**config.mk**
```make
export PLATFORM = sky130hd
export DESIGN_NAME = imurt_sqrt_stage
export DESIGN_NICKNAME = d
export VERILOG_FILES = /design/src/hw/rtl/imurt_pkg.sv /design/src/hw/rtl/imurt_sqrt_stage.sv
export SDC_FILE = /design/constraint.sdc
export NUM_CORES = 1
export LEC_CHECK = 0
export BUFFER_PORTS_ARGS = -buffer_cell sky130_fd_sc_hd__buf_2
export CAP_MARGIN = 5
export CELL_PAD_IN_SITES_DETAIL_PLACEMENT = 0
export CELL_PAD_IN_SITES_GLOBAL_PLACEMENT = 1
export CORE_MARGIN = 2
export CORE_UTILIZATION = 27
export DETAILED_ROUTE_END_ITERATION = 6
export PLACE_DENSITY_LB_ADDON = 0.1
export SETUP_SLACK_MARGIN = 0.05
export SYNTH_ARGS = -nofsm -noshare
export SYNTH_HDL_FRONTEND = slang
export SYNTH_SLANG_ARGS = --single-unit
```
**constraint.sdc**
```tcl
create_clock -name vclk -period 4
set_clock_uncertainty 0.1 [all_clocks]
set_input_delay 0.8 -clock vclk [all_inputs]
set_output_delay 0.8 -clock vclk [all_outputs]
set_load 0.01 [all_outputs]
```
**src/hw/rtl/imurt_pkg.sv**
```systemverilog
// shared types, constants and the arctangent table for the imu rate and tilt block
// no dependencies
package imurt_pkg;

  localparam int unsigned SqrtSteps   = 32;
  localparam int unsigned CordicSteps = 22;

  // 2^31 / 131 rounded up, exact for the rate numerator range
  localparam logic [23:0] RateRecip = 24'd16393005;

  localparam logic [15:0]        AngleLimit = 16'd23040;
  localparam logic signed [15:0] AngleMax   = 16'sd23040;
  localparam logic signed [15:0] AngleMin   = -16'sd23040;
  localparam logic signed [15:0] RateMax    = 16'sd32017;
  localparam logic signed [15:0] RateMin    = -16'sd32018;

  typedef logic [2:0][15:0] rate3_t;

  typedef struct packed {
    logic signed [15:0] a;
    logic [31:0]        sum;
    logic [33:0]        rem;
    logic [31:0]        root;
  } sq_lane_t;

  typedef struct packed {
    logic signed [35:0] x;
    logic signed [35:0] y;
    logic signed [28:0] z;
    logic               xzero;
    logic               yzero;
    logic               yneg;
  } co_lane_t;

  typedef struct packed {
    rate3_t      rates;
    logic [15:0] roll;
    logic [15:0] pitch;
  } res_t;

  // atan(2^-i) in degrees, 2^-20 units
  function automatic logic [26:0] atan_entry(input logic [4:0] i);
    logic [26:0] r;
    case (i)
      5'd0:    r = 27'd47185920;
      5'd1:    r = 27'd27855475;
      5'd2:    r = 27'd14718068;
      5'd3:    r = 27'd7471121;
      5'd4:    r = 27'd3750058;
      5'd5:    r = 27'd1876857;
      5'd6:    r = 27'd938658;
      5'd7:    r = 27'd469357;
      5'd8:    r = 27'd234682;
      5'd9:    r = 27'd117342;
      5'd10:   r = 27'd58671;
      5'd11:   r = 27'd29335;
      5'd12:   r = 27'd14668;
      5'd13:   r = 27'd7334;
      5'd14:   r = 27'd3667;
      5'd15:   r = 27'd1833;
      5'd16:   r = 27'd917;
      5'd17:   r = 27'd458;
      5'd18:   r = 27'd229;
      5'd19:   r = 27'd115;
      5'd20:   r = 27'd57;
      5'd21:   r = 27'd29;
      default: r = 27'd0;
    endcase
    return r;
  endfunction

endpackage

```
**src/hw/rtl/imurt_sqrt_stage.sv**
```systemverilog
// one result bit of the restoring square root
// depends on imurt_pkg
module imurt_sqrt_stage import imurt_pkg::*; (
  input  sq_lane_t   lane_i,
  input  logic [1:0] pair_i,
  output sq_lane_t   lane_o
);

  logic [35:0] acc;
  logic [35:0] trial;
  logic        fits;

  always_comb begin
    acc    = {lane_i.rem, pair_i};
    trial  = {2'b00, lane_i.root, 2'b01};
    fits   = (acc >= trial);
    lane_o = lane_i;
    lane_o.root = {lane_i.root[30:0], fits};
    lane_o.rem  = fits ? 34'(acc - trial) : acc[33:0];
  end

endmodule

```
======== After elaboration in Yosys (flattened, before gate mapping) ========
Cells that the tools add are included.
cells by class
  add/sub/neg operators ................... 1
  order comparisons ....................... 1
  multiplexer cells ....................... 1
operators with widths
  kind              number
  $ge A36 B34 Y1    1
  $mux W34          1
  $sub A34 B34 Y34  1
storage, ports and cells
  flip-flop bits (word level) ............. 0
  input bits .............................. 116
  output and inout port bits .............. 114
  logic and storage cells ................. 3

======== Depth between registers and ports, before layout ========
Gate-level depths: netlist (run 1).
  depth in word-level cells ............... 2
  gate-level depth with buffers ........... 13
  depth with buffers taken out ............ 10

======== Worst setup path before layout (run 1) ========
OpenSTA, ideal clock, no wires.
  path kind ............................... input port to output port
  from .................................... input lane_i[3] (netlist bit)
  to ...................................... output lane_o[58] (netlist bit)
  arrival time ............................ 3.014 ns
  data required time ...................... 3.100 ns
  path slack .............................. 0.086 ns
  cell stages on the path ................. 10
  buffers on the path ..................... 0
  path through ............................ inv_1 > ha_1 > a21o_1 > or3_1 > o21a_2 > a311oi_4 > o21ai_2 > a311oi_4 > mux2i_1 > a31o_1
RTL lines
  item         line                   text
  from (decl)  imurt_sqrt_stage.sv:4  input sq_lane_t lane_i,
  to (decl)    imurt_sqrt_stage.sv:6  output sq_lane_t lane_o

==> impl_metrics.py, run 1 <==
metrics = {
    "yosys": {
        "yosysWarnings": 0,
        "synth_fa_ha_area_share_pct": 14.28,
        "synth_top_family_by_area": "compound AO/OA/AOI/OAI gates",
        "synth-xor-area-share_pct": 8.232,
        "syn-num-nets": 597,
        "syn_avg_cell_area_um2": 6.665,
        "yosysSeqAreaShare_pct": 0,
        "netlist_area_um2": 2979,
        "synthSimpleGateAreaFrac_pct": 17.98,
        "synth_compound_area_share_pct": 29.90,
        "netlist-cell-type-count": 58,
        "synthMuxAreaShare_pct": 2.142,
        "synthCells": 447,
    },
    "worst_setup_path": {
        "critical_path_class": "in2out",
        "critPathMaxStageDelay_ns": 0.25,
        "worstPathCellList": "buf_6, ha_4, buf_6, a21o_1, a221oi_4, o31a_1, o221ai_2, a211oi_2, o21a_2, buf_6, buf_12, buf_12, nand2_4, o21ai_2, buf_2",
        "cp-end-kind": "output port",
        "cp-start-kind": "primary input",
        "cp_max_fo": 5,
        "critical_path_required_ns": 3.10,
        "worstPathArrival_ns": 3.12,
        "cpMaxStageDelayCell": "ha_4",
        "crit_path_frequent_cell": "buf_6",
    },
    "timing": {
        "worst_pin_slew_ns": 0.3677,
        "setup_violations": 6,
        "worst_slack_ns": -0.01553,
        "maxSlewHeadroom_pct": 75.28,
        "fin_crit_sh_pct": 100.4,
        "rsz0062_at_grt": "true",
        "max_freq_mhz": 249.0,
        "finalCriticalPeriod_ns": 4.016,
        "report.final.slew_viol_count": 0,
        "finalHoldViolCount": 0,
    },
    "run_status": {
        "violations": "setup timing",
        "status": "complete, but fails checks",
    },
    "power_and_ir_drop": {
        "power.density_nw_per_um2": 181.7,
        "seqPwrFrac_pct": 0,
        "leakagePower_nw": 2.367,
        "ir_worst_vdd_uv": 86.42,
        "total_power_mw": 0.8600,
        "intPower_mw": 0.4432,
        "p_sw_share_pct": 48.47,
        "combPwrFrac_pct": 100.0,
        "clock_power_share_pct": 0,
        "switchingPower_mw": 0.4168,
    },
    "place": {
        "portBuffers": 134,
        "place_inst": 707,
        "post-place-ws_ns": -0.2264,
        "hpwl_mm": 7.958,
        "gp_congestion": 0.8093,
        "place_area_um2": 3787,
    },
    "min_path": {
        "min-delay-start": "lane_i[69]",
        "hold_class": "in2out",
        "whs_path_depth": 0,
        "holdPathEnd": "lane_o[69]",
    },
    "detailed_routing": {
        "drtPass1Iterations": 4,
        "viasPerCell": 4.811,
        "drc": 0,
        "ant_nets": 0,
        "vias": 3493,
        "drtIter0Drc": 88,
        "wl_per_cell_um": 13.77,
        "finalWirelength_mm": 9.995,
    },
    "layout": {
        "drive_gt1_share_pct": 55.29,
        "seqCellArea_um2": 0,
        "layout.cells.non_filler": 726,
        "nFlopsAndLatches": 0,
        "layout.nets": 738,
        "synthToLayoutAreaGrowth_pct": 58.88,
        "clkbuf_count": 0,
        "fin_area_um2": 4733,
        "antenna_cells": 0,
    },
    "global_route": {
        "grt_start_max_net_pins": 23,
        "antenna_found_initial": 0,
        "grt_overflow": 0,
        "grt_pass1_vias": 3403,
        "grt_pass1_wl_mm": 15.26,
        "grt.total_usage_pct": 15.28,
    },
    "floorplanning": {
        "dieWidth_um": 109.0,
        "core_area_um2": 10790,
        "initial_core_util_pct": 27.60,
        "num_rows": 38,
        "die-height_um": 109.0,
        "io_pins": 230,
        "die_area_um2": 11890,
    },
    "clock_network": {
        "postCtsHoldBufs": 0,
    },
    "run": {
        "max_cap_violations": 0,
    },
}
[repair_timing]
| action | CTS | global route |
|---|---|---|
| setup buffers | 10 | 8 |
| pin swaps | 37 | 41 |
| gates resized for setup | 97 | 52 |
| endpoints found under the setup margin | 34 | 34 |
| endpoints found under the hold margin | 0 | 0 |
| cloned | 3 | 1 |
[metal layers]
metal / GRT usage (%) / up-vias / wire (um) / share of wire, %
met5: 0 / - / 0 / 0
met4: 1.282 / 0 / 102 / 1.0
met3: 1.016 / 18 / 469 / 4.7
met2: 29.06 / 113 / 5046 / 50
met1: 19.37 / 1602 / 4376 / 44
li1: - / 1760 / - / -
[synth_stat cells (5+ instances only)]
cell	n	share of area (%)
o21ai_1	27	4.5
clkbuf_1	9	1.1
inv_1	42	5.3
nor2_1	17	2.1
a31oi_1	5	1.0
nand2b_1	6	1.3
buf_4	81	20
nor3_1	8	1.3
and2_1	6	1.3
and3_1	6	1.3
xor2_1	16	4.7
xnor2_1	12	3.5
a21oi_1	25	4.2
nand2_1	49	6.2
o21ai_0	17	2.9
nand4_1	8	1.7
ha_1	34	14
a21o_1	21	5.3
[layout by cell type, fill, tap and decap left out, types with 3 or more instances in the layout]
master / netlist / routed
buf_2: 3 / 120
buf_4: 81 / 80
nand2_1: 49 / 42
inv_1: 42 / 30
a21oi_1: 25 / 22
buf_6: 0 / 22
a21o_1: 21 / 21
o21ai_1: 27 / 20
ha_4: 0 / 20
xor2_1: 16 / 16
nor2_1: 17 / 15
o21ai_2: 1 / 13
ha_1: 34 / 13
o21ai_0: 17 / 12
xnor2_1: 12 / 12
nand4_1: 8 / 8
inv_2: 1 / 6
inv_4: 0 / 6
and3_1: 6 / 6
nand2b_1: 6 / 6
nand2_4: 0 / 5
nor3_1: 8 / 4
a31oi_1: 5 / 4
and2_1: 6 / 4
buf_8: 0 / 4
o41ai_4: 0 / 3
o211ai_1: 3 / 3
nor3_2: 0 / 3
buf_12: 0 / 3
[kinds of logic (layout without fill, tap and decap cells)]
group,after synthesis,after routing
adder cells (fa/ha/maj),34,34
AND/OR/NAND/NOR,113,113
multiplexers,6,6
AO/OA/AOI/OAI,130,130
XOR/XNOR,28,28
buffers and inverters,136,275
[worst max-delay path by stage]
stage,startpoint,to,slack (ns)
finish,lane_i[49],lane_o[42],-0.02
global route,lane_i[21],lane_o[42],-0.14
CTS,lane_i[35],lane_o[54],-0.05
detailed placement,lane_i[4],lane_o[65],-0.23
global placement,lane_i[4],lane_o[65],-0.21
floorplan,lane_i[3],lane_o[58],0.09
[through the flow]
stage | hold slack, ns | setup TNS [ns] | util [%]
after floorplan | 1.588 | 0 | -
after global placement | 1.500 | -2.815 | 35.09
after detailed placement | 1.500 | -3.841 | 35.09
after CTS | 1.500 | -0.09011 | 41.31
after global routing | 1.500 | -2.735 | 43.86
final | 1.500 | -0.05705 | 43.86
[power by group through the flow]
stage          Clock (mW)  Combinational (mW)  Sequential [mW]
3_5_place_dp            0               0.691                0
2_1_floorplan           0               0.453                0
6_report                0               0.860                0
4_1_cts                 0               0.809                0
3_3_place_gp            0               0.693                0
5_1_grt                 0               0.939                0
[critical path, delay by kind of cell]
family                     cells  cell delay (ns)
AOI/OAI and AO/OA              7             1.27
adders and majority gates      1             0.25
buffers and inverters          6             0.74
and+or+nand+nor                1             0.04
[cell type report]
type                            instances  area, um2
Timing Repair Buffer                  232       1649
Inverter                               43      183.9
Fill cell                            1153       6060
Tap cell                              140      175.2
Multi-Input combinational cell        311       2725
Power figures use the tool's default switching activity.
==> run 2: changes to the inputs <==
- ABC_AREA: not set -> 1
- RECOVER_POWER: not set -> 100
==> run 2 against run 1 <==
  * The flow now finishes without violations
  * Flip-flop and latch count is the same
  * Non-clock buffer count shrank 87
  * Fmax grew 7.7%
  * Die area grew 21%
  * Wire length grew 23%
  * Count of clock-buffer cells in the layout is the same
  * Final area shrank 17%
  * Critical path type unchanged
==> impl_metrics.py, run 2 <==
metrics = {
    "layout": {
        "fin_area_um2": 3916,
        "layout_common_cells": "nand2_1, inv_1, buf_2, clkbuf_1, nor2_1",
        "seqCellArea_um2": 0,
        "clkbuf_count": 0,
        "fillers": 1629,
        "final_common_cell": "nand2_1",
        "nFlopsAndLatches": 0,
        "layout.cells.non_filler": 959,
        "layout.nets": 935,
        "synthToLayoutAreaGrowth_pct": 7.708,
        "postLayoutCoreUtil_pct": 29.69,
        "antenna_cells": 0,
        "drive_gt1_share_pct": 13.92,
    },
    "detailed_routing": {
        "finalWirelength_mm": 12.32,
        "viasPerCell": 4.257,
        "ant_nets": 0,
        "wl_per_cell_um": 12.84,
        "drtIter0Drc": 158,
        "drtPass1Iterations": 4,
        "vias": 4082,
        "drc": 0,
    },
    "yosys": {
        "syn-num-nets": 874,
        "synth.most_common_cell": "nand2_1",
        "syn_avg_cell_area_um2": 5.022,
        "yosysSeqAreaShare_pct": 0,
        "synth_common_cells": "nand2_1, inv_1, buf_4",
        "synth_compound_area_share_pct": 6.091,
        "synth_fa_ha_area_share_pct": 11.70,
        "synthCells": 724,
        "synthSimpleGateAreaFrac_pct": 45.29,
        "yosysWarnings": 0,
        "netlist-cell-type-count": 23,
        "synth_top_family_by_area": "simple AND/OR/NAND/NOR gates",
        "synthMuxAreaShare_pct": 0,
        "netlist_area_um2": 3636,
        "synth_top_cell_by_area": "nand2_1",
        "synth_top_area_share_pct": 29.73,
        "synth-xor-area-share_pct": 4.336,
        "yosys-top-cells-area": "nand2_1, buf_4, inv_1",
    },
    "timing": {
        "finalCriticalPeriod_ns": 3.730,
        "setup_violations": 0,
        "rsz0062_at_grt": "false",
        "finalHoldViolCount": 0,
        "report.final.slew_viol_count": 0,
        "worst_slack_ns": 0.2703,
        "fin_crit_sh_pct": 93.24,
        "setup_tns_ns": 0,
        "whs_ns": 1.500,
        "maxSlewHeadroom_pct": 74.30,
        "worst_pin_slew_ns": 0.3855,
        "max_freq_mhz": 268.1,
    },
    "worst_setup_path": {
        "critical_path_required_ns": 3.10,
        "cp_max_fo": 4,
        "worstSetupStartpoint": "lane_i[3]",
        "critical_path_class": "in2out",
        "cp-end-kind": "output port",
        "worstPathArrival_ns": 2.83,
        "crit_end": "lane_o[63]",
        "cp-start-kind": "primary input",
    },
    "run": {
        "max_cap_violations": 0,
    },
    "global_route": {
        "grt_start_max_net_pins": 18,
        "grt_pass1_wl_mm": 19.06,
        "antenna_found_initial": 0,
        "grt.total_usage_pct": 16.36,
        "grt_pass1_vias": 3761,
        "grt_overflow": 0,
    },
    "min_path": {
        "hold_class": "in2out",
    },
    "clock_network": {
        "postCtsSetupBuffers": 0,
        "postCtsHoldBufs": 0,
        "cts_resized": 0,
    },
    "run_status": {
        "status": "finished clean",
    },
    "power_and_ir_drop": {
        "power.density_nw_per_um2": 160.7,
        "total_power_mw": 0.6293,
        "leakagePower_nw": 2.492,
        "ir_worst_vdd_uv": 44.32,
    },
    "floorplanning": {
        "io_pins": 230,
        "die_area_um2": 14410,
        "initial_core_util_pct": 27.57,
        "dieWidth_um": 120.0,
        "core_area_um2": 13190,
        "num_rows": 42,
        "die-height_um": 120.0,
    },
    "place": {
        "place_inst": 959,
        "hpwl_mm": 11.22,
        "gp_congestion": 0.8399,
        "portBuffers": 134,
        "place_area_um2": 3978,
        "post-place-ws_ns": 0.2764,
    },
}
-- run 2: cell count changes after synthesis, moves of 8 or more --
cell / delta
o21ai_1: -27
nor2_1: +32
nand2_1: +239
nand3_1: +34
inv_1: +97
a21o_1: -21
xnor2_1: -9
clkbuf_1: -9
nor2_2: +8
-- run 2: layout make-up --
cell class         count  area [um2]  area share, %
inverters            140       528.0          13.48
multi-input cells    498        2455          62.68
well taps            176       220.2          5.623
repair buffers       145       713.2          18.21
-- run 2: worst min-delay path by stage --
stage,startpoint,endpoint,slack [ns],depth (start not counted)
finish,lane_i[101],lane_o[101],1.50,0
global placement,lane_i[108],lane_o[108],1.50,0
CTS,lane_i[108],lane_o[108],1.50,0
global route,lane_i[69],lane_o[69],1.50,0
floorplan,lane_i[100],lane_o[100],1.59,1
detailed placement,lane_i[108],lane_o[108],1.50,0
-- run 2: power breakdown --
group          switching (mW)  internal (mW)  total, mW
logic                   0.397          0.232      0.629
registers                   0              0          0
clock network               0              0          0
-- run 2: logic make-up after synthesis --
| kind of cell | count (synthesis) |
|---|---|
| AND/OR/NAND/NOR | 404 |
| XOR/XNOR | 18 |
| AO/OA/AOI/OAI | 42 |
| buffers and inverters | 226 |
| adder cells (fa/ha/maj) | 34 |
-- run 2: per-layer routing --
layer	GRT usage (%)	part of all wire, %
met1	21.42	47
met2	30.68	48
met3	0.8080	4.2
met4	1.103	0.59
met5	0	0
-- run 2: critical path: stages --
cell	delay, ns
buf_2	0.08
inv_1	0.03
ha_1	0.34
nand2_1	0.14
inv_1	0.05
a21oi_1	0.27
nand2_1	0.20
nand2_1	0.10
nand2_1	0.18
nand3_1	0.22
nand2_1	0.07
nand2_1	0.07
nand3_1	0.07
nand2_1	0.06
clkbuf_1	0.14
